===== src/rtl/glt_ram.sv =====
`timescale 1ns / 1ps
// ----------------------------------------------------------------------------
// glt_ram
// Generic single-write, single-read RAM with registered, enabled read.
// ----------------------------------------------------------------------------
module glt_ram #(
    parameter int WIDTH = 8,
    parameter int DEPTH = 16,
    parameter int ADDR_W = (DEPTH > 1) ? $clog2(DEPTH) : 1
) (
    input  logic              aclk,
    input  logic              wr_en,
    input  logic [ADDR_W-1:0] wr_addr,
    input  logic [WIDTH-1:0]  wr_data,
    input  logic              rd_en,
    input  logic [ADDR_W-1:0] rd_addr,
    output logic [WIDTH-1:0]  rd_data
);

    logic [WIDTH-1:0] mem_reg [DEPTH];
    logic [WIDTH-1:0] rd_data_reg;

    always_ff @(posedge aclk) begin
        if (wr_en) begin
            mem_reg[wr_addr] <= wr_data;
        end
        if (rd_en) begin
            rd_data_reg <= mem_reg[rd_addr];
        end
    end

    assign rd_data = rd_data_reg;

endmodule


===== config.mk =====
export PLATFORM = sky130hd
export DESIGN_NAME = glt_ram
export DESIGN_NICKNAME = d
export VERILOG_FILES = /design/src/rtl/glt_ram.sv
export SDC_FILE = /design/constraint.sdc
export NUM_CORES = 1
export LEC_CHECK = 0
export ABC_AREA = 1
export BUFFER_PORTS_ARGS = -buffer_cell sky130_fd_sc_hd__buf_2
export CAP_MARGIN = 0
export CORE_MARGIN = 4
export CORE_UTILIZATION = 27
export DETAILED_ROUTE_END_ITERATION = 6
export PLACE_DENSITY = 0.45
export SYNTH_ARGS = -nofsm -noshare
export SYNTH_HDL_FRONTEND = slang
export SYNTH_SLANG_ARGS = --single-unit

===== constraint.sdc =====
create_clock -name aclk -period 1.8 [get_ports aclk]
set_clock_uncertainty 0.15 [all_clocks]
set_input_delay 0.36 -clock aclk [delete_from_list [all_inputs] [get_ports aclk]]
set_output_delay 0.36 -clock aclk [all_outputs]
set_load 0.005 [all_outputs]

==> impl_metrics.env <==
export IMPL_grt_pass1_vias=3891
export IMPL_post_cts_setup_buffer_count=0
export IMPL_dpl_cell_count=853
export IMPL_p_leak_uw=0.00297
export IMPL_ir_drop_mv=0.597
export IMPL_largest_register_ffs=128
export IMPL_crit_fanout=1
export IMPL_period_minus_slack_ps=1520
export IMPL_dp_hpwl_um=9430
export IMPL_crit_family="flip-flops"
export IMPL_antenna_found_initial=0
export IMPL_fillers=2146
export IMPL_finalMaxSlewViolations=0
export IMPL_reg2reg_setup_slack_ps=490
export IMPL_max_slew_worst_pin_slew_ps=621
export IMPL_reg2reg_depth=6
export IMPL_drc=0
export IMPL_row_count=53
export IMPL_syn_num_nets=570
export IMPL_post_route_period_util=0.843
export IMPL_seq_area_um2=4080
export IMPL_place_port_buffers=26
export IMPL_synth_seq_cells=136
export IMPL_worstSetupEndpointType="primary output"
export IMPL_r2r_end="rd_data[7]$_DFFE_PP_"
export IMPL_vias_per_cell=4.36
export IMPL_cp_depth=1
export IMPL_clk_latency_ps=420
export IMPL_multi_input_area_um2=1210
export IMPL_critPathArrivalTime_ps=1010
export IMPL_cts_tree="built"
export IMPL_cts_root_buf="clkbuf_16"
export IMPL_dr_pass1_iters=5
export IMPL_fp_dieW_um=155
export IMPL_fin_util=0.331
export IMPL_relSlewSlack=0.585
export IMPL_overflow=0
export IMPL_avgRoutedWirePerCell_um=16.6
export IMPL_vias=3856
export IMPL_synth_top_cell_by_area="edfxtp_1"
export IMPL_startpoint_type="register"
export IMPL_critPathKind="register to primary output"
export IMPL_start_util=0.276
export IMPL_rsz0062_at_grt="false"
export IMPL_startpoint="rd_data[3]$_DFFE_PP_"
export IMPL_wl_um=14700
export IMPL_synth_top_area_share=0.698
export IMPL_finalWeightedCongestion=0.805
export IMPL_fin_cells=884
export IMPL_track_usage=0.128
export IMPL_status="finished clean"
export IMPL_rr_startpoint="mem_reg[3][7]$_DFFE_PP_"
export IMPL_grt_max_degree=60
export IMPL_cp_slowest_cell="edfxtp_1"
export IMPL_synth_distinct_cells=11
export IMPL_diodes=0
export IMPL_clock_path_buffers=2
export IMPL_ant_nets=0
export IMPL_syn_cell_area_um2=5850
export IMPL_fp_dieArea_um2=24100
export IMPL_nets=616
export IMPL_htree_levels=4
export IMPL_drtIter0Drc=305
export IMPL_final_hold_viol_count=0
export IMPL_hold_path_class="primary input to register"
export IMPL_cts_sinks=136
export IMPL_synth_area_per_cell_um2=10.6
export IMPL_syn_inst=551
export IMPL_max_stage_delay_ps=430
export IMPL_grt_pass1_wl_um=22900
export IMPL_area_delta_synth_final_pct=19.7
export IMPL_cap_violations=0
export IMPL_drive_gt1_frac=0.136
export IMPL_cts_buffers=17
export IMPL_dieHeight_um=155
export IMPL_coreArea_um2=21200
export IMPL_crit_buf_inv=1
export IMPL_ys_warn_count=0
export IMPL_ys_top_cells_by_area="edfxtp_1 (70%), nand2_1 (11%), nand3_1 (8.3%), inv_1 (6.4%), buf_6 (1.2%)"
export IMPL_endpoint="rd_data[3]"
export IMPL_clk_pin_slew_ps=60
export IMPL_io_pins=27
export IMPL_cp_cell_sequence="buf_2"
export IMPL_cp_required_ps=1290
export IMPL_max_freq_mhz=659
export IMPL_hold_buffers=0
export IMPL_cts_resized=0
export IMPL_setup_viol=0
export IMPL_p_per_area_nw_per_um2=1090
export IMPL_yosysSeqAreaShare=0.698
export IMPL_tns_ps=0
-- metrics by stage --
stage          hold WS (ps)  cell area, µm²  worst slack (ps)  power [µW]
5_1_grt                 140            7000               264        7900
3_5_place_dp            584            6390              6.16        4120
3_3_place_gp            584            6390              8.53        4120
6_report                155            7000               283        7630
4_1_cts                 137            7000               267        7710
2_1_floorplan           309            5850               339        3900
-- power breakdown --
| group | internal, µW | switching (µW) | leakage [µW] | total [µW] |
|---|---|---|---|---|
| clock network | 2290 | 1290 | 0.000288 | 3580 |
| logic | 138 | 318 | 0.00144 | 455 |
| registers | 3570 | 21.6 | 0.00124 | 3590 |
-- how the worst min path moves through the flow --
stage / from / end / slack (ps) / depth (start not counted)
after global placement: rd_en / rd_data[7]$_DFFE_PP_ / 580 / 1
after global routing: rd_en / rd_data[7]$_DFFE_PP_ / 140 / 1
final: rd_en / rd_data[1]$_DFFE_PP_ / 160 / 1
after floorplan: wr_data[0] / mem_reg[0][0]$_DFFE_PP_ / 310 / 0
after CTS: rd_en / rd_data[1]$_DFFE_PP_ / 140 / 1
after detailed placement: rd_en / rd_data[7]$_DFFE_PP_ / 580 / 1
-- cell families (layout without fill, tap and decap cells) --
group	Yosys count	count (layout)	synth area share
simple gates	289	289	0.208
flops	136	136	0.698
buf+inv	126	184	0.0939
-- Yosys cell counts (all sizes together) --
master  count
edfxtp    136
nand2     173
buf        24
nand3b      2
nand3      97
nor2       17
inv       102
-- metal layers --
layer  global-route usage  routed length (µm)  share of wire
met2                0.188                6510           0.44
met5                    0                   0              0
met3               0.0275                 617          0.042
met1                0.188                7330           0.50
met4               0.0454                 210          0.014
-- layout by cell type (no fill, tap or decap), drive strengths merged --
| master | n |
|---|---|
| nand2 | 173 |
| nor2 | 17 |
| edfxtp | 136 |
| bufinv | 4 |
| clkinvlp | 4 |
| inv | 102 |
| clkbuf | 17 |
| buf | 51 |
| nand3b | 2 |
| clkinv | 6 |
| nand3 | 97 |
-- final cells by class --
| type | instances | share of cell area |
|---|---|---|
| Tap cell | 275 | 0.0492 |
| Clock inverter | 14 | 0.0261 |
| Sequential cell | 136 | 0.583 |
| Inverter | 102 | 0.0547 |
| Multi-Input combinational cell | 289 | 0.173 |
| Clock buffer | 17 | 0.0608 |
| Timing Repair Buffer | 51 | 0.0525 |
(Power assumes the default switching activity.)
