$ cat config.mk
export PLATFORM = sky130hd
export DESIGN_NAME = glt_clip
export DESIGN_NICKNAME = d
export VERILOG_FILES = /design/src/rtl/glt_pkg.sv /design/src/rtl/glt_clip.sv
export SDC_FILE = /design/constraint.sdc
export NUM_CORES = 1
export LEC_CHECK = 0
export ABC_AREA = 1
export BUFFER_PORTS_ARGS = -buffer_cell sky130_fd_sc_hd__buf_2
export CELL_PAD_IN_SITES_DETAIL_PLACEMENT = 0
export CELL_PAD_IN_SITES_GLOBAL_PLACEMENT = 2
export CORE_ASPECT_RATIO = 1.5
export CORE_MARGIN = 5
export CORE_UTILIZATION = 25
export DETAILED_ROUTE_END_ITERATION = 8
export PLACE_DENSITY = 0.92
export SETUP_SLACK_MARGIN = 0.4
export SLEW_MARGIN = 20
export SYNTH_ARGS = -nofsm -noshare
export SYNTH_HDL_FRONTEND = slang
export SYNTH_SLANG_ARGS = --single-unit
$ cat constraint.sdc
create_clock -name vclk -period 12.15
set_input_delay 2.43 -clock vclk [all_inputs]
set_output_delay 2.43 -clock vclk [all_outputs]
set_load 0.05 [all_outputs]
$ cat src/rtl/glt_pkg.sv
`timescale 1ns / 1ps
// ----------------------------------------------------------------------------
// glt_pkg
// Shared types and constants of the glyph text layout and clip engine.
// ----------------------------------------------------------------------------
package glt_pkg;

    localparam int FIRST_CHAR    = 33;
    localparam int GLYPH_ENTRIES = 256;
    localparam int GLYPH_ADDR_W  = (GLYPH_ENTRIES > 1) ? $clog2(GLYPH_ENTRIES) : 1;
    localparam int GLYPH_W       = 36;
    localparam int CALC_W        = 20;
    localparam int CFG_DATA_W    = 16;
    localparam int CFG_INDEX_W   = 3;

    localparam logic [7:0] SPACE_CODE = 8'd32;

    typedef logic signed [CALC_W-1:0] calc_t;

    typedef enum logic [1:0] {
        CMD_LOAD  = 2'd0,
        CMD_START = 2'd1,
        CMD_CHAR  = 2'd2,
        CMD_NOP   = 2'd3
    } cmd_t;

    typedef enum logic [CFG_INDEX_W-1:0] {
        REG_SPACE_WIDTH  = 3'd0,
        REG_GLYPH_HEIGHT = 3'd1,
        REG_LAST_CHAR    = 3'd2,
        REG_CLIP_LEFT    = 3'd3,
        REG_CLIP_TOP     = 3'd4,
        REG_CLIP_WIDTH   = 3'd5,
        REG_CLIP_HEIGHT  = 3'd6,
        REG_UNUSED       = 3'd7
    } cfg_index_t;

    typedef struct packed {
        logic [1:0]         cmd;
        logic [7:0]         glyph_index;
        logic [11:0]        entry_column;
        logic [7:0]         entry_width;
        logic signed [7:0]  entry_offset;
        logic [7:0]         entry_advance;
        logic signed [15:0] start_x;
        logic signed [15:0] start_y;
        logic [7:0]         char_code;
    } in_t;

    typedef struct packed {
        logic               drawn;
        logic [11:0]        src_x;
        logic [7:0]         src_y;
        logic [7:0]         rect_width;
        logic [7:0]         rect_height;
        logic signed [15:0] dst_x;
        logic signed [15:0] dst_y;
        logic               stopped;
    } out_t;

    typedef struct packed {
        logic [11:0]       column;
        logic [7:0]        width;
        logic signed [7:0] offset;
        logic [7:0]        advance;
    } glyph_t;

    typedef struct packed {
        logic [7:0]         space_width;
        logic [7:0]         glyph_height;
        logic [7:0]         last_char;
        logic signed [15:0] clip_left;
        logic signed [15:0] clip_top;
        logic [14:0]        clip_width;
        logic [14:0]        clip_height;
    } cfg_t;

    typedef struct packed {
        logic signed [15:0] x;
        logic signed [15:0] y;
        logic               done;
    } pen_t;

endpackage

$ cat src/rtl/glt_clip.sv
`timescale 1ns / 1ps
// ----------------------------------------------------------------------------
// glt_clip
// Glyph rectangle clipping and pen update for one registered item.
// ----------------------------------------------------------------------------
module glt_clip (
    input  glt_pkg::in_t    item,
    input  glt_pkg::glyph_t glyph,
    input  glt_pkg::cfg_t   cfg,
    input  glt_pkg::pen_t   pen,
    output glt_pkg::out_t   result,
    output glt_pkg::pen_t   pen_next
);

    import glt_pkg::*;

    logic  is_char;
    logic  is_space;
    logic  is_glyph;
    calc_t pen_x;
    calc_t pen_y;
    calc_t clip_l;
    calc_t clip_t;
    calc_t clip_r;
    calc_t clip_b;
    calc_t dx0;
    calc_t dy0;
    calc_t d_l;
    calc_t d_t;
    calc_t sx;
    calc_t sy;
    calc_t dx1;
    calc_t dy1;
    calc_t w1;
    calc_t h1;
    calc_t lim_w;
    calc_t lim_h;
    calc_t w2;
    calc_t h2;
    calc_t w3;
    calc_t h3;
    calc_t adv;
    calc_t px_sum;
    calc_t px_new;
    calc_t px_final;

    assign is_char  = (cmd_t'(item.cmd) == CMD_CHAR);
    assign is_space = (item.char_code == SPACE_CODE);
    assign is_glyph = !is_space
                   && (32'(item.char_code) >= 32'(FIRST_CHAR))
                   && (item.char_code <= cfg.last_char)
                   && ((32'(item.char_code) - 32'(FIRST_CHAR)) < 32'(GLYPH_ENTRIES));

    assign pen_x  = calc_t'(pen.x);
    assign pen_y  = calc_t'(pen.y);
    assign clip_l = calc_t'(cfg.clip_left);
    assign clip_t = calc_t'(cfg.clip_top);
    assign clip_r = clip_l + calc_t'({1'b0, cfg.clip_width});
    assign clip_b = clip_t + calc_t'({1'b0, cfg.clip_height});

    assign dx0 = pen_x - calc_t'(glyph.offset);
    assign dy0 = pen_y;
    assign d_l = clip_l - dx0;
    assign d_t = clip_t - dy0;

    always_comb begin
        if (d_l > 0) begin
            sx  = calc_t'({1'b0, glyph.column}) + d_l;
            dx1 = clip_l;
            w1  = calc_t'({1'b0, glyph.width}) - d_l;
        end else begin
            sx  = calc_t'({1'b0, glyph.column});
            dx1 = dx0;
            w1  = calc_t'({1'b0, glyph.width});
        end
        if (d_t > 0) begin
            sy  = calc_t'(1) + d_t;
            dy1 = clip_t;
            h1  = calc_t'({1'b0, cfg.glyph_height}) - d_t;
        end else begin
            sy  = calc_t'(1);
            dy1 = dy0;
            h1  = calc_t'({1'b0, cfg.glyph_height});
        end
    end

    assign lim_w = clip_r - dx1;
    assign lim_h = clip_b - dy1;
    assign w2    = (w1 > lim_w) ? lim_w : w1;
    assign h2    = (h1 > lim_h) ? lim_h : h1;
    assign w3    = (w2 < 0) ? calc_t'(0) : w2;
    assign h3    = (h2 < 0) ? calc_t'(0) : h2;

    assign adv      = is_space ? calc_t'({1'b0, cfg.space_width})
                               : calc_t'({1'b0, glyph.advance});
    assign px_sum   = pen_x + adv;
    assign px_new   = (px_sum > calc_t'(32767)) ? calc_t'(32767) : px_sum;
    assign px_final = (is_space || is_glyph) ? px_new : pen_x;

    always_comb begin
        pen_next = pen;
        result   = '0;
        if (cmd_t'(item.cmd) == CMD_START) begin
            pen_next.x    = item.start_x;
            pen_next.y    = item.start_y;
            pen_next.done = 1'b0;
        end else if (is_char) begin
            if (pen.done) begin
                result.stopped = 1'b1;
            end else begin
                pen_next.x     = px_final[15:0];
                pen_next.done  = (px_final > clip_r);
                result.stopped = (px_final > clip_r);
                if (is_glyph) begin
                    result.drawn       = 1'b1;
                    result.src_x       = (sx > calc_t'(4095)) ? 12'hFFF : sx[11:0];
                    result.src_y       = (sy > calc_t'(255)) ? 8'hFF : sy[7:0];
                    result.rect_width  = w3[7:0];
                    result.rect_height = h3[7:0];
                    if (dx1 > calc_t'(32767)) begin
                        result.dst_x = 16'sh7FFF;
                    end else if (dx1 < calc_t'(-32768)) begin
                        result.dst_x = -16'sh8000;
                    end else begin
                        result.dst_x = dx1[15:0];
                    end
                    result.dst_y = dy1[15:0];
                end
            end
        end
    end

endmodule
==> results.py <==
metrics = {
    "drt": {
        "drtPass1Iterations": 5,
        "remaining_drc_errors": 0,
        "wl_per_cell_um": 15.9,
        "drt_iter0_drc": 509,
        "vias": 15823,
        "drt_wl_total_um": 53400,
        "via_per_inst": 4.70,
        "postRouteAntennaNets": 0,
    },
    "logic_synthesis": {
        "yosysWarningCount": 0,
        "ys_seq_area_share_pct": 0,
        "syn-num-nets": 2572,
        "syn_avg_cell_area_um2": 5.65,
        "synth_area_um2": 11900,
        "synthDistinctLibCells": 59,
        "synthCells": 2112,
    },
    "status": {
        "status": "finished, final reports clean",
    },
    "timing": {
        "min_period_over_period_pct": 99.4,
        "period_needed_ns": 12.08,
        "rsz0062_at_grt": "true",
        "tightest_slew_ns": 1.06,
        "fin_setup_tns_ns": 0,
        "drv_slew": 0,
        "fmax_ghz": 0.0828,
        "maxSlewHeadroom_pct": 29.5,
        "hold_viol_final": 0,
        "setup_viol": 0,
    },
    "critical_path": {
        "critPathMaxStageDelay_ns": 0.35,
        "crit_path_end_kind": "primary output",
        "cp_data_arrival_time_ns": 9.65,
        "critPathLaunchType": "primary input",
        "cpMostUsedCell": "buf_4",
        "critPathMaxFanout": 8,
        "path_class": "in2out",
        "worst_path_max_delay_cell": "fa_2",
        "crit_required_ns": 9.72,
    },
    "floorplanning": {
        "core_area_um2": 47500,
        "fp-row-count": 98,
        "die_height_um": 277,
        "ioPinCount": 344,
        "fp.dieArea_um2": 52300,
        "start_util_pct": 25.1,
        "fp.dieW_um": 188,
    },
    "finish": {
        "fin_area_um2": 19100,
        "clock_buffers": 0,
        "n_sequential_cell": 0,
        "seqCellArea_um2": 0,
        "mostFrequentLayoutCells": "nand2_1 (495), inv_1 (378), buf_4 (355)",
        "fin_nets": 3229,
        "area_growth_pct": 59.8,
        "final_common_cell": "nand2_1",
        "drive_gt1_share_pct": 37.0,
    },
    "hold_path": {
        "hp-class": "in2out",
    },
    "power_and_ir_drop": {
        "leakage_nw": 10.6,
        "p_per_area_nw_per_um2": 149,
        "ir_drop_mv": 0.0955,
    },
    "placed_design": {
        "portBuffers": 300,
        "globalplace.congestion": 0.939,
        "dp_hpwl_um": 46200,
        "post_dp_cell_area_um2": 16600,
    },
    "global_routing": {
        "antenna_found_initial": 7,
        "grt_pass1_vias": 16329,
        "overflow": 0,
        "grt_pass1_wl_um": 81400,
        "grt_max_degree": 59,
        "gr-usage-all-layers_pct": 19.1,
    },
    "clock_network": {
        "cts_hold_buf": 0,
    },
    "run": {
        "cap_violations": 0,
    },
}
==> final timing paths <==
| check | startpoint | to | slack (ns) | cells past startpoint |
|---|---|---|---|---|
| max | glyph[15] | result[46] | 0.07 | 64 |
| min | item[24] | pen_next[17] | 5.25 | 4 |
==> per-layer routing <==
| layer | global-route usage, % | up-vias | share of wire (%) |
|---|---|---|---|
| met5 | 0 | - | 0.099 |
| met4 | 5.93 | 10 | 4.4 |
| met3 | 1.98 | 100 | 3.6 |
| met1 | 18.4 | 7238 | 35 |
| met2 | 41.0 | 367 | 56 |
| li1 | - | 8108 | - |
==> power breakdown <==
group / leakage [nW] / switching [mW] / internal, mW
combinational: 10.6 / 1.56 / 1.27
clock: 0.0000127 / 0 / 0.0000000220
sequential: 0 / 0 / 0
total: 10.6 / 1.56 / 1.27
==> timing repair <==
item                       CTS  global route
resized for setup          269           179
pin swaps                  102           118
setup endpoints to repair   16            18
gates cloned                 3             1
buffers inserted            53            15
==> area by class of cell <==
| class | count | area (um^2) |
|---|---|---|
| multi-input cells | 1666 | 11900 |
| inverters | 407 | 1560 |
| diodes | 2 | 5.00 |
| well taps | 600 | 751 |
| repair buffers | 694 | 4880 |
| fillers | 5047 | 28400 |
==> through the flow <==
stage	util [%]	worst slack [ns]	cells	hold slack (ns)	power [mW]
global placement	34.9	-0.570	3295	5.25	2.23
floorplan	-	0.425	2112	5.14	1.42
global route	40.1	-0.213	3368	5.26	3.10
finish	40.2	0.0718	3369	5.25	2.83
detailed placement	34.9	-0.640	3295	5.25	2.28
CTS	38.2	-0.0928	3351	5.25	2.60
==> cells in the mapped netlist, types with 27 or more instances <==
| library cell | instances | area share, % |
|---|---|---|
| nor2_1 | 159 | 5.0 |
| nand4_1 | 30 | 1.6 |
| a21oi_1 | 148 | 6.2 |
| nand3_1 | 137 | 5.7 |
| inv_1 | 404 | 13 |
| ha_1 | 195 | 20 |
| xnor2_1 | 27 | 2.0 |
| o21bai_1 | 27 | 1.7 |
| nand2_1 | 572 | 18 |
| nor3_1 | 30 | 1.3 |
| o21ai_0 | 98 | 4.1 |
| nand3b_1 | 32 | 2.0 |
| xor2_1 | 74 | 5.4 |
==> worst max-delay path, delay by kind of cell <==
family / cells / cell delay, ns
compound gates: 5 / 0.62
xor+xnor: 2 / 0.28
fa+ha+maj: 4 / 1.02
buf+inv: 24 / 2.72
simple gates: 29 / 2.51
==> kinds of logic after synthesis <==
group                    synth area share, %
XOR/XNOR                                7.55
AO/OA/AOI/OAI                           15.6
multiplexers                           0.661
AND/OR/NAND/NOR                         37.1
adder cells (fa/ha/maj)                 24.5
buffers and inverters                   14.7
Note: power is estimated with default switching activity, not from simulation.
